===== src/design/caf8_pkg.sv =====
// Package for the 8-bit CPU ALU with flags: operation codes, flag positions
// and the single-pass evaluation function used by cpu_alu_flags_8bit.
// No dependencies.
package caf8_pkg;

	typedef enum logic [4:0] {
		OP_ADD  = 5'd0,
		OP_ADC  = 5'd1,
		OP_SUB  = 5'd2,
		OP_SBC  = 5'd3,
		OP_AND  = 5'd4,
		OP_XOR  = 5'd5,
		OP_OR   = 5'd6,
		OP_CP   = 5'd7,
		OP_INC  = 5'd8,
		OP_DEC  = 5'd9,
		OP_RLCA = 5'd10,
		OP_RRCA = 5'd11,
		OP_RLA  = 5'd12,
		OP_RRA  = 5'd13,
		OP_RLC  = 5'd14,
		OP_RRC  = 5'd15,
		OP_RL   = 5'd16,
		OP_RR   = 5'd17,
		OP_SLA  = 5'd18,
		OP_SRA  = 5'd19,
		OP_SWAP = 5'd20,
		OP_SRL  = 5'd21,
		OP_BIT  = 5'd22,
		OP_RES  = 5'd23,
		OP_SET  = 5'd24,
		OP_DAA  = 5'd25,
		OP_CPL  = 5'd26,
		OP_SCF  = 5'd27,
		OP_CCF  = 5'd28
	} op_t;

	// flag bit positions
	localparam int unsigned FLAG_Z = 3;
	localparam int unsigned FLAG_N = 2;
	localparam int unsigned FLAG_H = 1;
	localparam int unsigned FLAG_C = 0;

	localparam logic [7:0] DAA_LIMIT = 8'h99;
	localparam logic [7:0] DAA_HI    = 8'h60;
	localparam logic [7:0] DAA_LO    = 8'h06;
	localparam logic [3:0] NIB_MAX   = 4'h9;

	typedef struct packed {
		logic [4:0] mode;
		logic [7:0] acc;
		logic [7:0] operand;
		logic [3:0] flags_in;
		logic [2:0] bit_index;
	} alu_in_t;

	typedef struct packed {
		logic [7:0] result;
		logic [3:0] flags_out;
		logic       write_back;
	} alu_out_t;

	function automatic alu_out_t alu_eval(input alu_in_t x);
		alu_out_t   o;
		logic [7:0] a;
		logic [7:0] b;
		logic       cin;
		logic       t;
		logic [8:0] sum9;
		logic [4:0] hsum;
		logic [8:0] dif9;
		logic [4:0] hdif;
		logic [7:0] r;
		logic [7:0] mask;
		logic       z;
		logic       c;
		a        = x.acc;
		b        = x.operand;
		cin      = x.flags_in[FLAG_C];
		t        = (x.mode == OP_ADC || x.mode == OP_SBC) ? cin : 1'b0;
		sum9     = {1'b0, a} + {1'b0, b} + {8'd0, t};
		hsum     = {1'b0, a[3:0]} + {1'b0, b[3:0]} + {4'd0, t};
		dif9     = {1'b0, a} - {1'b0, b} - {8'd0, t};
		hdif     = {1'b0, a[3:0]} - {1'b0, b[3:0]} - {4'd0, t};
		mask     = 8'd1 << x.bit_index;
		r        = a;
		c        = cin;
		o.result     = a;
		o.flags_out  = x.flags_in;
		o.write_back = 1'b1;
		case (op_t'(x.mode))
			OP_ADD, OP_ADC: begin
				o.result    = sum9[7:0];
				o.flags_out = {sum9[7:0] == 8'd0, 1'b0, hsum[4], sum9[8]};
			end
			OP_SUB, OP_SBC, OP_CP: begin
				o.result    = dif9[7:0];
				o.flags_out = {dif9[7:0] == 8'd0, 1'b1, hdif[4], dif9[8]};
				if (x.mode == OP_CP) begin
					o.result     = a;
					o.write_back = 1'b0;
				end
			end
			OP_AND: begin
				o.result    = a & b;
				o.flags_out = {(a & b) == 8'd0, 1'b0, 1'b1, 1'b0};
			end
			OP_XOR: begin
				o.result    = a ^ b;
				o.flags_out = {(a ^ b) == 8'd0, 3'b000};
			end
			OP_OR: begin
				o.result    = a | b;
				o.flags_out = {(a | b) == 8'd0, 3'b000};
			end
			OP_INC: begin
				r           = b + 8'd1;
				o.result    = r;
				o.flags_out = {r == 8'd0, 1'b0, r[3:0] == 4'h0, cin};
			end
			OP_DEC: begin
				r           = b - 8'd1;
				o.result    = r;
				o.flags_out = {r == 8'd0, 1'b1, r[3:0] == 4'hf, cin};
			end
			OP_RLCA: begin
				o.result    = {a[6:0], a[7]};
				o.flags_out = {3'b000, a[7]};
			end
			OP_RRCA: begin
				o.result    = {a[0], a[7:1]};
				o.flags_out = {3'b000, a[0]};
			end
			OP_RLA: begin
				o.result    = {a[6:0], cin};
				o.flags_out = {3'b000, a[7]};
			end
			OP_RRA: begin
				o.result    = {cin, a[7:1]};
				o.flags_out = {3'b000, a[0]};
			end
			OP_RLC: begin
				r           = {b[6:0], b[7]};
				o.result    = r;
				o.flags_out = {r == 8'd0, 2'b00, b[7]};
			end
			OP_RRC: begin
				r           = {b[0], b[7:1]};
				o.result    = r;
				o.flags_out = {r == 8'd0, 2'b00, b[0]};
			end
			OP_RL: begin
				r           = {b[6:0], cin};
				o.result    = r;
				o.flags_out = {r == 8'd0, 2'b00, b[7]};
			end
			OP_RR: begin
				r           = {cin, b[7:1]};
				o.result    = r;
				o.flags_out = {r == 8'd0, 2'b00, b[0]};
			end
			OP_SLA: begin
				r           = {b[6:0], 1'b0};
				o.result    = r;
				o.flags_out = {r == 8'd0, 2'b00, b[7]};
			end
			OP_SRA: begin
				r           = {b[7], b[7:1]};
				o.result    = r;
				o.flags_out = {r == 8'd0, 2'b00, b[0]};
			end
			OP_SWAP: begin
				o.result    = {b[3:0], b[7:4]};
				o.flags_out = {b == 8'd0, 3'b000};
			end
			OP_SRL: begin
				r           = {1'b0, b[7:1]};
				o.result    = r;
				o.flags_out = {r == 8'd0, 2'b00, b[0]};
			end
			OP_BIT: begin
				o.result     = b;
				o.write_back = 1'b0;
				o.flags_out  = {(b & mask) == 8'd0, 1'b0, 1'b1, cin};
			end
			OP_RES: begin
				o.result = b & ~mask;
			end
			OP_SET: begin
				o.result = b | mask;
			end
			OP_DAA: begin
				if (x.flags_in[FLAG_N]) begin
					if (cin)
						r = r - DAA_HI;
					if (x.flags_in[FLAG_H])
						r = r - DAA_LO;
				end else begin
					if (cin || a > DAA_LIMIT) begin
						r = r + DAA_HI;
						c = 1'b1;
					end
					if (x.flags_in[FLAG_H] || a[3:0] > NIB_MAX)
						r = r + DAA_LO;
				end
				z           = (r == 8'd0);
				o.result    = r;
				o.flags_out = {z, x.flags_in[FLAG_N], 1'b0, c};
			end
			OP_CPL: begin
				o.result    = ~a;
				o.flags_out = {x.flags_in[FLAG_Z], 1'b1, 1'b1, cin};
			end
			OP_SCF: begin
				o.write_back = 1'b0;
				o.flags_out  = {x.flags_in[FLAG_Z], 2'b00, 1'b1};
			end
			OP_CCF: begin
				o.write_back = 1'b0;
				o.flags_out  = {x.flags_in[FLAG_Z], 2'b00, ~cin};
			end
			default: begin
				// codes with no operation: pass acc and flags, store nothing
				o.write_back = 1'b0;
			end
		endcase
		return o;
	endfunction

endpackage


===== src/design/cpu_alu_flags_8bit.sv =====
// Top level of the 8-bit CPU ALU with flags: input register, single-pass
// evaluation and result register. Depends on caf8_pkg.
//
// Usage:
//   Input stream (s_*): one operation per word. s_tuser carries the operation
//   code, s_tdata the accumulator, operand, incoming flags and bit index.
//   Output stream (m_*): one word per operation, in order. m_tdata carries
//   the result byte and new flags, m_tuser the write-back mark.
//   Path: an accepted operation enters the input register, is evaluated on
//   its way into the result register and shows on m_tvalid while it sits
//   there, until it is taken.
//   Throughput: one operation per cycle while m_tready is high; the
//   evaluation is a single pass of logic between the two registers.
//   Stall: while m_tready is low, the result register holds; the input
//   register keeps filling until both stages are full, and only then does
//   s_tready drop. No word is dropped or repeated.
//   Reset: arst_n clears both valid flags; the block is empty and ready.
//   The flags given by each operation depend only on its own word: the block
//   keeps no state between operations.
module cpu_alu_flags_8bit (
	input  logic        clk,
	input  logic        arst_n,
	input  logic        s_tvalid,
	output logic        s_tready,
	input  logic [23:0] s_tdata,   // acc[7:0], operand[15:8], flags_in[19:16],
	                               // bit_index[22:20], zero[23]
	input  logic [4:0]  s_tuser,   // mode[4:0]
	output logic        m_tvalid,
	input  logic        m_tready,
	output logic [15:0] m_tdata,   // result[7:0], flags_out[11:8], zero[15:12]
	output logic        m_tuser    // write_back
);
	import caf8_pkg::*;

	alu_in_t  in_s1;
	logic     valid_s1;
	alu_out_t res_s2;
	logic     valid_s2;
	logic     ready_s2;
	logic     ready_s1;
	alu_out_t eval;

	assign ready_s2 = !valid_s2 || m_tready;
	assign ready_s1 = !valid_s1 || ready_s2;
	assign s_tready = ready_s1;

	always_ff @(posedge clk or negedge arst_n) begin
		if (!arst_n) begin
			valid_s1 <= 1'b0;
			valid_s2 <= 1'b0;
		end else begin
			if (ready_s1)
				valid_s1 <= s_tvalid;
			if (ready_s2)
				valid_s2 <= valid_s1;
		end
	end

	// load a new word whenever the input stage moves on
	always_ff @(posedge clk) begin
		if (ready_s1 && s_tvalid) begin
			in_s1.mode      <= s_tuser;
			in_s1.acc       <= s_tdata[7:0];
			in_s1.operand   <= s_tdata[15:8];
			in_s1.flags_in  <= s_tdata[19:16];
			in_s1.bit_index <= s_tdata[22:20];
		end
	end

	assign eval = alu_eval(in_s1);

	always_ff @(posedge clk) begin
		if (ready_s2 && valid_s1)
			res_s2 <= eval;
	end

	assign m_tvalid = valid_s2;
	assign m_tdata  = {4'd0, res_s2.flags_out, res_s2.result};
	assign m_tuser  = res_s2.write_back;

endmodule

===== config.mk =====
export PLATFORM = sky130hd
export DESIGN_NAME = cpu_alu_flags_8bit
export DESIGN_NICKNAME = d
export VERILOG_FILES = /design/src/design/caf8_pkg.sv /design/src/design/cpu_alu_flags_8bit.sv
export SDC_FILE = /design/constraint.sdc
export NUM_CORES = 1
export LEC_CHECK = 0
export CAP_MARGIN = 10
export CORE_ASPECT_RATIO = 1.2
export CORE_UTILIZATION = 30
export DETAILED_ROUTE_END_ITERATION = 12
export DONT_BUFFER_PORTS = 1
export PLACE_DENSITY_LB_ADDON = 0.1
export SYNTH_ARGS = -nofsm -noshare
export SYNTH_HDL_FRONTEND = slang
export SYNTH_SLANG_ARGS = --single-unit

===== constraint.sdc =====
create_clock -name clk -period 4.15 [get_ports clk]
set_input_delay 0.2075 -clock clk [delete_from_list [all_inputs] [get_ports clk]]
set_output_delay 0.2075 -clock clk [all_outputs]
set_load 0.1 [all_outputs]

==> out/metrics.yaml <==
layout:
  final_cell_mix: "nor2_1 (48), nand2_1 (48), o21ai_0 (41), edfxtp_1 (41), ha_1 (39)"
  syn_to_final_growth_pct: 15.5
  finish.net_count: 723
  antenna_cells: 0
  fillCellCount: 1769
  final_layout_size_suffix_gt1_share_pct: 8.33
clock_tree:
  clock-sinks: 43
  clk_pin_slew_worst_paths_ns: 0.07
  numCtsBuffers: 5
  cts_root_buf: "clkbuf_16"
  clk_latency_ns: 0.30
  ctsLongestPathBuffers: 2
  htreeDepth: 2
  cts_tree: "yes"
sta:
  tns_ns: 0
  finalSetupViolCount: 0
  slew_headroom_pct: 39.0
  fmax_ghz: 0.276
  hold_viol: 0
  fin_crit_sh_pct: 87.3
  slew_viol_final: 0
  finalClockSkew_ns: 0.00765
  rsz0062_at_grt: "false"
  worst-slew-pin-transition_ns: 0.916
  finalCriticalPeriod_ns: 3.62
worst_hold_path:
  whs_path_depth: 1
  hold_path_class: "in2reg"
  worstHoldEndpoint: "valid_s1"
  min_from: "s_tvalid"
route:
  drtAntennaViolNets: 0
  wl_um: 21400
  first_pass_iters: 5
  wire_per_inst_um: 24.9
  drc: 0
  viasPerCell: 6.06
  vias: 5212
  drtIter0Drc: 561
global_route:
  grt_use_met3_pct: 3.22
  grt_pass1_vias: 5053
  grt_first_pass_wirelength_um: 32300
  antenna_found_initial: 0
  globalRouteMet1Util_pct: 32.6
  grt_use_total_pct: 24.8
  grt_max_degree: 40
  top_usage_layer: "met2"
  met2_usage_pct: 39.7
  overflow: 0
placed_design:
  gp_congestion: 0.967
  port_buffers: 0
  hpwl_um: 16100
floorplanning:
  die_w_um: 121
  start_util_pct: 31.1
  num_rows: 51
  io_pins: 52
  coreArea_sq_um: 16500
  fp.dieArea_sq_um: 17600
  chipHeight_um: 145
worst_setup_path:
  r2r_slack_ns: 0.53
  end_kind: "register"
  r2r-start: "in_s1[26]"
  cp.arrival_ns: 3.78
  cp_max_fo: 3
  required_ns: 4.31
  crit_type: "reg2reg"
  r2r-end: "m_tdata[11]"
  worstSetupStartpointType: "register"
  ff2ff_path_depth: 10
yosys:
  async_flop_share_pct: 4.65
  synth-seq-cells: 43
  synthCells: 621
  synth_warnings: 0
  syn_area_sq_um: 5110
  synth-edff-count: 41
  synth.distinct_cells: 79
  synth_top_family_by_area: "simple AND/OR/NAND/NOR gates"
  synth_xor_area_share_pct: 5.48
  synthMuxAreaShare_pct: 2.50
  synth-simple-area-share_pct: 24.7
  avgSynthCellArea_sq_um: 8.24
  synth_compound_area_share_pct: 24.3
  synthAdderAreaFrac_pct: 11.3
  ys_seq_area_share_pct: 25.0
  synth_ff_type: "edfxtp_1"
pwr:
  ir_worst_vdd_mv: 0.126
  leakage_nw: 2.13
  finalPower_mw: 1.81
  power.density_nw_per_um2: 307
run:
  cap_violations: 0
run_status:
  outcome: "finished clean"
worst max path at each step:
stage                     slack, ns     endpoint      start  cells past startpoint
after floorplan                0.79  m_tdata[11]  in_s1[26]                     12
after global routing           0.42  m_tdata[11]  in_s1[26]                     10
final                          0.53  m_tdata[11]  in_s1[26]                     10
after detailed placement       0.56  m_tdata[11]  in_s1[26]                     10
after global placement         0.58  m_tdata[11]  in_s1[26]                     10
after CTS                      0.55  m_tdata[11]  in_s1[26]                     10
state kept, by name (all words and copies together) (netlist names):
register  count
in_s1        28
m_tdata      12
m_tuser       1
m_tvalid      1
valid_s1      1
layer usage:
layer / wire length (um) / vias up
met5: 0 / -
met4: 1000 / 0
met3: 948 / 51
met2: 10200 / 211
met1: 9300 / 2549
li1: - / 2401
cell usage after synthesis (20+ instances only):
cell type,n,area share [%]
a21oi_1,33,3.2
clkbuf_1,20,1.5
edfxtp_1,41,24
ha_1,39,9.5
inv_1,28,2.1
nand2_1,48,3.5
nor2_1,48,3.5
nor3_1,20,2.0
o21ai_0,41,4.0
xnor2_1,22,3.8
timing repair:
item | CTS | global route
buffers inserted | 0 | 0
hold buffers | 29 | 0
endpoints found under the hold margin | 30 | 0
resized for setup | 0 | 0
critical path: stages (launching register included):
cell      delay (ns)
edfxtp_1        0.39
nor2_1          0.25
nand3_1         0.28
fa_1            0.48
fa_1            0.42
o21ai_0         0.28
and2b_1         0.21
xnor2_1         0.09
or4_1           0.48
or4_1           0.47
nand3_1         0.12
through the flow:
step | hold slack (ns) | util [%] | worst slack [ns] | std cells | instance area (sq um)
global placement | -0.0880 | 33.0 | 0.578 | 823 | 5430
finish | 0.0162 | 35.9 | 0.527 | 860 | 5910
detailed placement | -0.0880 | 33.0 | 0.564 | 823 | 5430
global route | 0.0178 | 35.9 | 0.417 | 860 | 5910
CTS | 0.0121 | 35.9 | 0.550 | 860 | 5910
floorplan | -0.0881 | - | 0.795 | 624 | 5130
power breakdown:
group	switching, mW	internal [mW]
logic	0.394	0.222
registers	0.149	0.524
clock network	0.180	0.346
cells by family after synthesis:
family / after synthesis
other: 1
buffers and inverters: 77
XOR/XNOR: 32
AO/OA/AOI/OAI: 183
flip-flops: 43
multiplexers: 10
AND/OR/NAND/NOR: 231
adder cells (fa/ha/maj): 44
layout make-up:
class                           instances  area, sq um  share of cell area [%]
Multi-Input combinational cell        504         3510                    59.5
Sequential cell                        43         1280                    21.7
Timing Repair Buffer                   63          546                    9.24
Tap cell                              212          265                    4.49
Clock buffer                            6          129                    2.18
Inverter                               30          113                    1.91
Clock inverter                          2         60.1                    1.02
Note: power is estimated with default switching activity, not from simulation.
